--- config.mk ---
export PLATFORM = sky130hd
export DESIGN_NAME = octave_band_led_bar_renderer
export DESIGN_NICKNAME = d
export VERILOG_FILES = /design/src/rtl/core/obr_pkg.sv /design/src/rtl/core/octave_band_led_bar_renderer.sv /design/src/rtl/core/obr_pixel_emitter.sv
export SDC_FILE = /design/constraint.sdc
export NUM_CORES = 1
export LEC_CHECK = 0
export ABC_AREA = 1
export BUFFER_PORTS_ARGS = -buffer_cell sky130_fd_sc_hd__buf_2
export CORE_UTILIZATION = 50
export CTS_BUF_LIST = sky130_fd_sc_hd__clkbuf_4
export DETAILED_ROUTE_END_ITERATION = 8
export GPL_TIMING_DRIVEN = 0
export PLACE_DENSITY = 0.67
export SETUP_SLACK_MARGIN = 0.1
export SLEW_MARGIN = 20
export SYNTH_ARGS = -nofsm -noshare
export SYNTH_HDL_FRONTEND = slang
export SYNTH_HIERARCHICAL = 1
export SYNTH_SLANG_ARGS = --single-unit
--- constraint.sdc ---
create_clock -name clk -period 13.69 [get_ports clk]
set_input_delay 2.0535 -clock clk [delete_from_list [all_inputs] [get_ports clk]]
set_output_delay 2.0535 -clock clk [all_outputs]
set_load 0.02 [all_outputs]
--- src/rtl/core/obr_pkg.sv ---
`default_nettype none

package obr_pkg;

    localparam int DEF_SHOWN_BANDS = 6;
    localparam int DEF_BAR_HEIGHT  = 24;
    localparam int DEF_LEVEL_CLAMP = 128;

    localparam int BIN_W     = 9;
    localparam int BAND_W    = 3;
    localparam int SUM_W     = 22;
    localparam int SCALED_W  = 21;   // covers LEVEL_CLAMP * BAR_HEIGHT at their maxima
    localparam int PIX_IDX_W = 8;
    localparam int COLOR_W   = 32;
    localparam int TIERS     = 3;

    localparam logic [COLOR_W-1:0] LOW_TIER_RESET  = 32'h0000_FF00;
    localparam logic [COLOR_W-1:0] MID_TIER_RESET  = 32'h00FF_0000;
    localparam logic [COLOR_W-1:0] HIGH_TIER_RESET = 32'hFF00_0000;

    localparam logic [BIN_W-1:0] BIN_MAX = 9'd511;

    typedef enum logic [1:0] {
        CFG_LOW_TIER  = 2'd0,
        CFG_MID_TIER  = 2'd1,
        CFG_HIGH_TIER = 2'd2
    } cfg_reg_t;

    typedef logic [TIERS-1:0][COLOR_W-1:0] tier_colors_t;

    typedef struct packed {
        logic signed [15:0] bin_value;
        logic               frame_start;
    } bin_in_t;

    typedef struct packed {
        logic [PIX_IDX_W-1:0] pixel_index;
        logic [COLOR_W-1:0]   pixel_color;
        logic                 run_last;
        logic                 frame_done;
    } pixel_out_t;

    // One finished band handed to the pixel emitter.
    typedef struct packed {
        logic [BAND_W-1:0]   band;
        logic [SCALED_W-1:0] scaled;   // clamped mean times BAR_HEIGHT
    } burst_req_t;

endpackage

`default_nettype wire

--- src/rtl/core/octave_band_led_bar_renderer.sv ---
`default_nettype none

// Octave-band LED bar renderer.
// bin channel (bin_valid/bin_ready/bin_data): FFT bins in ascending order, one
// transaction per bin; frame_start marks bin 0 of a frame. Band k sums bins
// 2^k+1 .. 2^(k+1); its mean is clamped, scaled to a bar height and drawn.
// pix channel (pix_valid/pix_ready/pix_data): BAR_HEIGHT pixels per finished
// shown band, level 0 first, run_last on the top level, frame_done on the top
// level of the last shown band.
// cfg channel (cfg_valid/cfg_ready/cfg_index/cfg_data): tier colors, always
// ready; write only while the block is idle.
// Throughput: one bin per cycle while the pending slot is free. A finished
// band is drawn at one pixel per cycle by the emitter while pix_ready is high;
// one finished band can wait in the emitter's pending slot while another is
// drawn, and bin_ready drops only while that slot is full.
// When the emitter is free, a band's last bin is registered in the pending
// slot, then moved to the active slot, which drives the band's first pixel.
// Reset clears the counters, the band sum, both emitter slots and restores
// the default tier colors. When the pix receiver stalls, the current pixel
// holds and bins keep flowing until the pending slot fills.

module octave_band_led_bar_renderer
    import obr_pkg::*;
#(
    parameter int SHOWN_BANDS = DEF_SHOWN_BANDS,
    parameter int BAR_HEIGHT  = DEF_BAR_HEIGHT,
    parameter int LEVEL_CLAMP = DEF_LEVEL_CLAMP
)
(
    input  wire logic         clk,
    input  wire logic         rst_n,
    input  wire logic         bin_valid,
    output logic              bin_ready,
    input  wire bin_in_t      bin_data,
    output logic              pix_valid,
    input  wire logic         pix_ready,
    output pixel_out_t        pix_data,
    input  wire logic         cfg_valid,
    output logic              cfg_ready,
    input  wire logic [1:0]   cfg_index,
    input  wire logic [COLOR_W-1:0] cfg_data
);

    localparam int CLAMP_W = $clog2(LEVEL_CLAMP + 1);

    logic [BIN_W-1:0]        bin_counter_reg, bin_counter_next;
    logic [BAND_W-1:0]       band_reg, band_next;
    logic signed [SUM_W-1:0] sum_reg, sum_next;
    logic                    done_reg, done_next;
    tier_colors_t            colors_reg;

    logic                    accept;
    logic [BIN_W-1:0]        bin;
    logic [BAND_W-1:0]       band;
    logic signed [SUM_W-1:0] sum;
    logic                    done;
    logic                    in_range;
    logic                    complete;
    logic signed [SUM_W-1:0] sum_new;
    logic signed [SUM_W-1:0] bias;
    logic signed [SUM_W-1:0] biased;
    logic signed [SUM_W-1:0] mean;
    logic [CLAMP_W-1:0]      mean_clamped;
    burst_req_t              req;
    logic                    req_valid;
    logic                    req_ready;

    assign accept = bin_valid && bin_ready;

    always_comb
    begin
        // frame start clears the state before the bin is taken
        bin  = bin_data.frame_start ? '0 : bin_counter_reg;
        band = bin_data.frame_start ? '0 : band_reg;
        sum  = bin_data.frame_start ? '0 : sum_reg;
        done = bin_data.frame_start ? 1'b0 : done_reg;

        in_range = (bin >= BIN_W'(2)) && !done
                   && ({1'b0, band} < (BAND_W + 1)'(SHOWN_BANDS));
        sum_new  = sum + {{(SUM_W - 16){bin_data.bin_value[15]}}, bin_data.bin_value};
        complete = in_range && (bin == (BIN_W'(2) << band));

        // divide by 2^band, truncating toward zero
        bias   = (SUM_W'(1) << band) - SUM_W'(1);
        biased = sum_new[SUM_W-1] ? (sum_new + bias) : sum_new;
        mean   = biased >>> band;

        if (mean > $signed(SUM_W'(LEVEL_CLAMP)))
        begin
            mean_clamped = CLAMP_W'(LEVEL_CLAMP);
        end
        else
        begin
            mean_clamped = mean[CLAMP_W-1:0];
        end

        req.band = band;
        if (mean[SUM_W-1] || (mean == '0))
        begin
            req.scaled = '0;
        end
        else
        begin
            req.scaled = SCALED_W'(32'(mean_clamped) * 32'(BAR_HEIGHT));
        end
        req_valid = accept && complete;

        bin_counter_next = (bin < BIN_MAX) ? (bin + BIN_W'(1)) : bin;
        band_next        = band;
        sum_next         = sum;
        done_next        = done;
        if (in_range)
        begin
            sum_next = sum_new;
            if (complete)
            begin
                sum_next = '0;
                if ((32'(band) + 32'd1) >= 32'(SHOWN_BANDS))
                begin
                    done_next = 1'b1;
                    band_next = '0;
                end
                else
                begin
                    band_next = band + BAND_W'(1);
                end
            end
        end
    end

    always_ff @(posedge clk or negedge rst_n)
    begin
        if (!rst_n)
        begin
            bin_counter_reg <= '0;
            band_reg        <= '0;
            sum_reg         <= '0;
            done_reg        <= 1'b0;
        end
        else if (accept)
        begin
            bin_counter_reg <= bin_counter_next;
            band_reg        <= band_next;
            sum_reg         <= sum_next;
            done_reg        <= done_next;
        end
    end

    assign cfg_ready = 1'b1;

    always_ff @(posedge clk or negedge rst_n)
    begin
        if (!rst_n)
        begin
            colors_reg[0] <= LOW_TIER_RESET;
            colors_reg[1] <= MID_TIER_RESET;
            colors_reg[2] <= HIGH_TIER_RESET;
        end
        else if (cfg_valid && cfg_ready)
        begin
            unique case (cfg_index)
                CFG_LOW_TIER:  colors_reg[0] <= cfg_data;
                CFG_MID_TIER:  colors_reg[1] <= cfg_data;
                CFG_HIGH_TIER: colors_reg[2] <= cfg_data;
                default:       ;
            endcase
        end
    end

    assign bin_ready = req_ready;

    obr_pixel_emitter #(
        .SHOWN_BANDS (SHOWN_BANDS),
        .BAR_HEIGHT  (BAR_HEIGHT),
        .LEVEL_CLAMP (LEVEL_CLAMP)
    ) u_emitter (
        .clk         (clk),
        .rst_n       (rst_n),
        .req_valid   (req_valid),
        .req_ready   (req_ready),
        .req         (req),
        .tier_colors (colors_reg),
        .pix_valid   (pix_valid),
        .pix_ready   (pix_ready),
        .pix_data    (pix_data)
    );

endmodule

`default_nettype wire

--- src/rtl/core/obr_pixel_emitter.sv ---
`default_nettype none

module obr_pixel_emitter
    import obr_pkg::*;
#(
    parameter int SHOWN_BANDS = DEF_SHOWN_BANDS,
    parameter int BAR_HEIGHT  = DEF_BAR_HEIGHT,
    parameter int LEVEL_CLAMP = DEF_LEVEL_CLAMP
)
(
    input  wire logic         clk,
    input  wire logic         rst_n,
    input  wire logic         req_valid,
    output logic              req_ready,
    input  wire burst_req_t   req,
    input  wire tier_colors_t tier_colors,
    output logic              pix_valid,
    input  wire logic         pix_ready,
    output pixel_out_t        pix_data
);

    localparam int LVL_W = (BAR_HEIGHT > 1) ? $clog2(BAR_HEIGHT) : 1;
    localparam int THR_W = $clog2(BAR_HEIGHT * LEVEL_CLAMP + 1);
    localparam logic [LVL_W-1:0]  LAST_LEVEL = LVL_W'(BAR_HEIGHT - 1);
    localparam logic [BAND_W-1:0] LAST_BAND  = BAND_W'(SHOWN_BANDS - 1);

    logic             pend_valid_reg, pend_valid_next;
    burst_req_t       pend_reg;
    logic             act_valid_reg, act_valid_next;
    burst_req_t       act_reg;
    logic [LVL_W-1:0] level_reg, level_next;

    logic             fire;
    logic             last;
    logic             load;
    logic [THR_W-1:0] thr;
    logic [31:0]      level3;
    logic [1:0]       tier;
    logic             lit;

    assign req_ready = !pend_valid_reg;
    assign fire      = act_valid_reg && pix_ready;
    assign last      = (level_reg == LAST_LEVEL);
    // next burst starts right behind the last pixel of the current one
    assign load      = pend_valid_reg && (!act_valid_reg || (fire && last));

    always_comb
    begin
        pend_valid_next = pend_valid_reg;
        if (req_valid && req_ready)
        begin
            pend_valid_next = 1'b1;
        end
        else if (load)
        begin
            pend_valid_next = 1'b0;
        end

        act_valid_next = act_valid_reg;
        level_next     = level_reg;
        if (load)
        begin
            act_valid_next = 1'b1;
            level_next     = '0;
        end
        else if (fire)
        begin
            if (last)
            begin
                act_valid_next = 1'b0;
            end
            level_next = level_reg + LVL_W'(1);
        end
    end

    always_ff @(posedge clk or negedge rst_n)
    begin
        if (!rst_n)
        begin
            pend_valid_reg <= 1'b0;
            act_valid_reg  <= 1'b0;
            level_reg      <= '0;
        end
        else
        begin
            pend_valid_reg <= pend_valid_next;
            act_valid_reg  <= act_valid_next;
            level_reg      <= level_next;
        end
    end

    always_ff @(posedge clk)
    begin
        if (req_valid && req_ready)
        begin
            pend_reg <= req;
        end
        if (load)
        begin
            act_reg <= pend_reg;
        end
    end

    // level lit when height > level, i.e. scaled >= (level+1) * LEVEL_CLAMP
    always_comb
    begin
        thr    = THR_W'((32'(level_reg) + 32'd1) * 32'(LEVEL_CLAMP));
        lit    = (act_reg.scaled >= SCALED_W'(thr));
        level3 = 32'(level_reg) * 32'd3;
        if (level3 >= 32'(2 * BAR_HEIGHT))
        begin
            tier = 2'd2;
        end
        else if (level3 >= 32'(BAR_HEIGHT))
        begin
            tier = 2'd1;
        end
        else
        begin
            tier = 2'd0;
        end
    end

    assign pix_valid            = act_valid_reg;
    assign pix_data.pixel_index = PIX_IDX_W'(32'(act_reg.band) * 32'(BAR_HEIGHT)
                                             + 32'(level_reg));
    assign pix_data.pixel_color = lit ? tier_colors[tier] : '0;
    assign pix_data.run_last    = last;
    assign pix_data.frame_done  = last && (act_reg.band == LAST_BAND);

endmodule

`default_nettype wire

==> summary.md <==
| Metric | Value |
|---|---|
| Most numerous cell in the Yosys netlist | `nand2_1` |
| Setup Viol. Count Final | `0` |
| Top cells by area, synth | `dfrtp_1 (22%), nand2_1 (15%), edfxtp_1 (11%)` |
| Total number of vias | `11812` |
| Final Net Count | `2080` |
| Distinct cells, synth | `51` |
| Number of synthesized flops with an enable pin | `48` |
| Pin count of the biggest net entering global routing | `94` |
| Register bit total from synthesis | `186` |
| Outcome | `completed` |
| Routed vias/inst | `5.18` |
| Synth Cell Area | `13000 sq um` |
| Top cell by count, worst path | `nand2_1` |
| Clock Skew | `37.6 ps` |
| Worst slew margin | `0.529` |
| Leakage power | `7.45 nW` |
| CTS sink count | `186` |
| Yosys synthesis warning count | `6` |
| Worst path slowest cell | `xor2_1` |
| Hold buffers post-CTS | `0` |
| Final Hold Fails | `0` |
| Max incr delay on CP | `520 ps` |
| Critical path class | `input pin to register` |
| RSZ-0062 raised after global routing | `no` |
| Inst Count DP | `2246` |
| Clock Path Buffers | `2` |
| Post-cts sizing count | `0` |
| Clk pin slew, worst setup/hold paths | `190 ps` |
| Setup tns final | `0 ps` |
| Wire per inst | `14.4 microns` |
| CTS tree | `yes` |
| Max-cap violation count | `0` |
| Die ar. | `26600 sq um` |
| Initial antenna violation count | `1` |
| Vias in the first global route | `11006` |
| Routed Antenna Nets | `0` |
| # rows | `58` |
| Worst-Margin Slew | `704 ps` |
| Largest register FFs | `96` |
| Final wirelength | `32.8 mm` |
| Skew-Pair Late Insertion Delay | `590 ps` |
| Fin crit period | `8740 ps` |
| CP startpoint kind | `input pin` |
| Fin. max-slew vios | `0` |
| I/O Pins | `101` |
| Initial DRC Count | `995` |
| Most frequent cells after synthesis | `nand2_1 (507), inv_1 (263), nand3_1 (187), nor2_1 (141), o21ai_0 (136)` |
| Post-Synthesis Cells | `1806` |
| TritonRoute pass-1 iters | `5` |
| Final GP Congestion | `0.938` |
| Final Cycle Share | `0.639` |
| Worst Path Max Fanout | `10` |
| PwrDens | `260 nW/um^2` |
| GRT Util Overall | `0.256` |
| Remaining Overflow, GRT | `0` |
| Number of port buffers | `99` |
| Syn_area_per_cell | `7.18 sq um` |
| Critical path arrival | `9080 ps` |
| Layout cell share with drive strength beyond 1 | `0.110` |
| First-pass GRT wire length | `54.5 mm` |
| Drc violations | `0` |
| Area fraction of the dominant cell type after synthesis | `0.220` |
| Post-synth ARST share | `0.742` |
| Seq/Total Area, Yosys | `0.380` |
| Detailed Place HPWL | `24.8 mm` |
| Post-Layout Cell Count | `2279` |
| CTS buffer count | `17` |
| Max Clk Rate | `0.114 GHz` |
| Clk root buf | `clkbuf_4` |
| Die outline width | `163 microns` |
| Worst setup EP type | `register` |
| Htree depth | `4` |
| Die H | `163 microns` |
| Initial Utilization | `0.512` |
| Top_reg_cell synth | `dfrtp_1` |
| Largest area contributor in the netlist | `dfrtp_1` |
| Req. time, crit path | `14030 ps` |
| Syn-to-layout area delta | `10.4%` |
| Fillers | `2498` |
| Max VDD drop | `0.000172 V` |
| Worst hold-check path type | `register to register` |
| Setup repair bufs after CTS | `0` |
| Core area | `25300 sq um` |
[layout make-up]
| cell class | count | area (sq um) | share of cell area |
|---|---|---|---|
| multi-input cells | 1294 | 6750 | 0.472 |
| well taps | 330 | 413 | 0.0288 |
| flip-flops and latches | 186 | 4920 | 0.344 |
| clock inverters | 15 | 223 | 0.0156 |
| plain buffers | 62 | 313 | 0.0219 |
| clock buffers | 17 | 128 | 0.00892 |
| repair buffers | 100 | 533 | 0.0372 |
| diodes | 1 | 2.50 | 0.000175 |
| inverters | 274 | 1030 | 0.0718 |
[metal layers]
metal / global-route usage / routed length (microns)
met5: 0 / 0
met4: 0.0671 / 552
met3: 0.0274 / 1440
met2: 0.427 / 15200
met1: 0.355 / 15600
[power breakdown]
part           internal, mW  total [mW]  switching, mW  leakage, nW
sequential            0.692       0.740         0.0479         2.10
clock                 0.112       0.359          0.247        0.182
combinational         0.905        2.63           1.72         5.17
total                  1.71        3.72           2.02         7.45
[metrics by stage]
| step | instance area [sq um] | setup slack (ps) | power, mW | util | hold WS (ps) |
|---|---|---|---|---|---|
| floorplan | 13000 | 5910 | 2.69 | - | 400 |
| global placement | 13900 | 4450 | 3.30 | 0.549 | 400 |
| detailed placement | 14000 | 4420 | 3.33 | 0.551 | 405 |
| CTS | 14300 | 5030 | 3.71 | 0.565 | 418 |
| global route | 14300 | 4150 | 4.11 | 0.565 | 430 |
| finish | 14300 | 4950 | 3.72 | 0.565 | 427 |
[kinds of logic after synthesis]
family,share of synthesized area
buffers and inverters,0.103
muxes,0.000772
other,0.000579
DFF,0.380
adders and majority gates,0.0894
AOI/OAI and AO/OA,0.113
xor gates and xnor gates,0.0257
and+or+nand+nor,0.288
[cell usage in the layout, fill, tap and decap left out, types with 11 or more instances in the layout]
| cell type | synthesis | routed |
|---|---|---|
| ha_1 | 83 | 83 |
| inv_1 | 263 | 263 |
| dfrtp_1 | 114 | 114 |
| xnor2_1 | 15 | 15 |
| a22oi_1 | 20 | 20 |
| a21oi_1 | 85 | 85 |
| o21ai_0 | 136 | 136 |
| nand3_1 | 187 | 187 |
| xor2_1 | 23 | 23 |
| clkbuf_4 | 0 | 17 |
| dfstp_2 | 24 | 24 |
| buf_2 | 13 | 111 |
| conb_1 | 2 | 12 |
| nand2_1 | 507 | 507 |
| buf_4 | 11 | 11 |
| clkbuf_1 | 35 | 35 |
| edfxtp_1 | 48 | 48 |
| nor2_1 | 141 | 139 |
[path summary, 6_finish.rpt]
check                           cells after the start                               end  slack [ps]                            start
worst max register to register                     45  u_emitter/pend_reg[10]$_DFFE_PP_        6860           sum_reg[0]$_DFFE_PN0P_
min in group asynchronous                           1        colors_reg[70]$_DFFE_PN0P_        1310                            rst_n
worst max-delay path                               47  u_emitter/pend_reg[10]$_DFFE_PP_        4950                      bin_data[0]
max in group asynchronous                           2        colors_reg[55]$_DFFE_PN1P_       11540                            rst_n
worst min-delay path                                0    u_emitter/act_reg[8]$_DFFE_PP_         430  u_emitter/pend_reg[8]$_DFFE_PP_
worst min register to register                      0    u_emitter/act_reg[8]$_DFFE_PP_         430  u_emitter/pend_reg[8]$_DFFE_PP_
[critical path, delay by kind of cell]
kind | cells | cell delay (ps)
compound gates | 5 | 680
fa+ha+maj | 5 | 1610
simple gates | 25 | 2510
buf+inv | 10 | 1540
xor+xnor | 2 | 660
(Power assumes the default switching activity.)
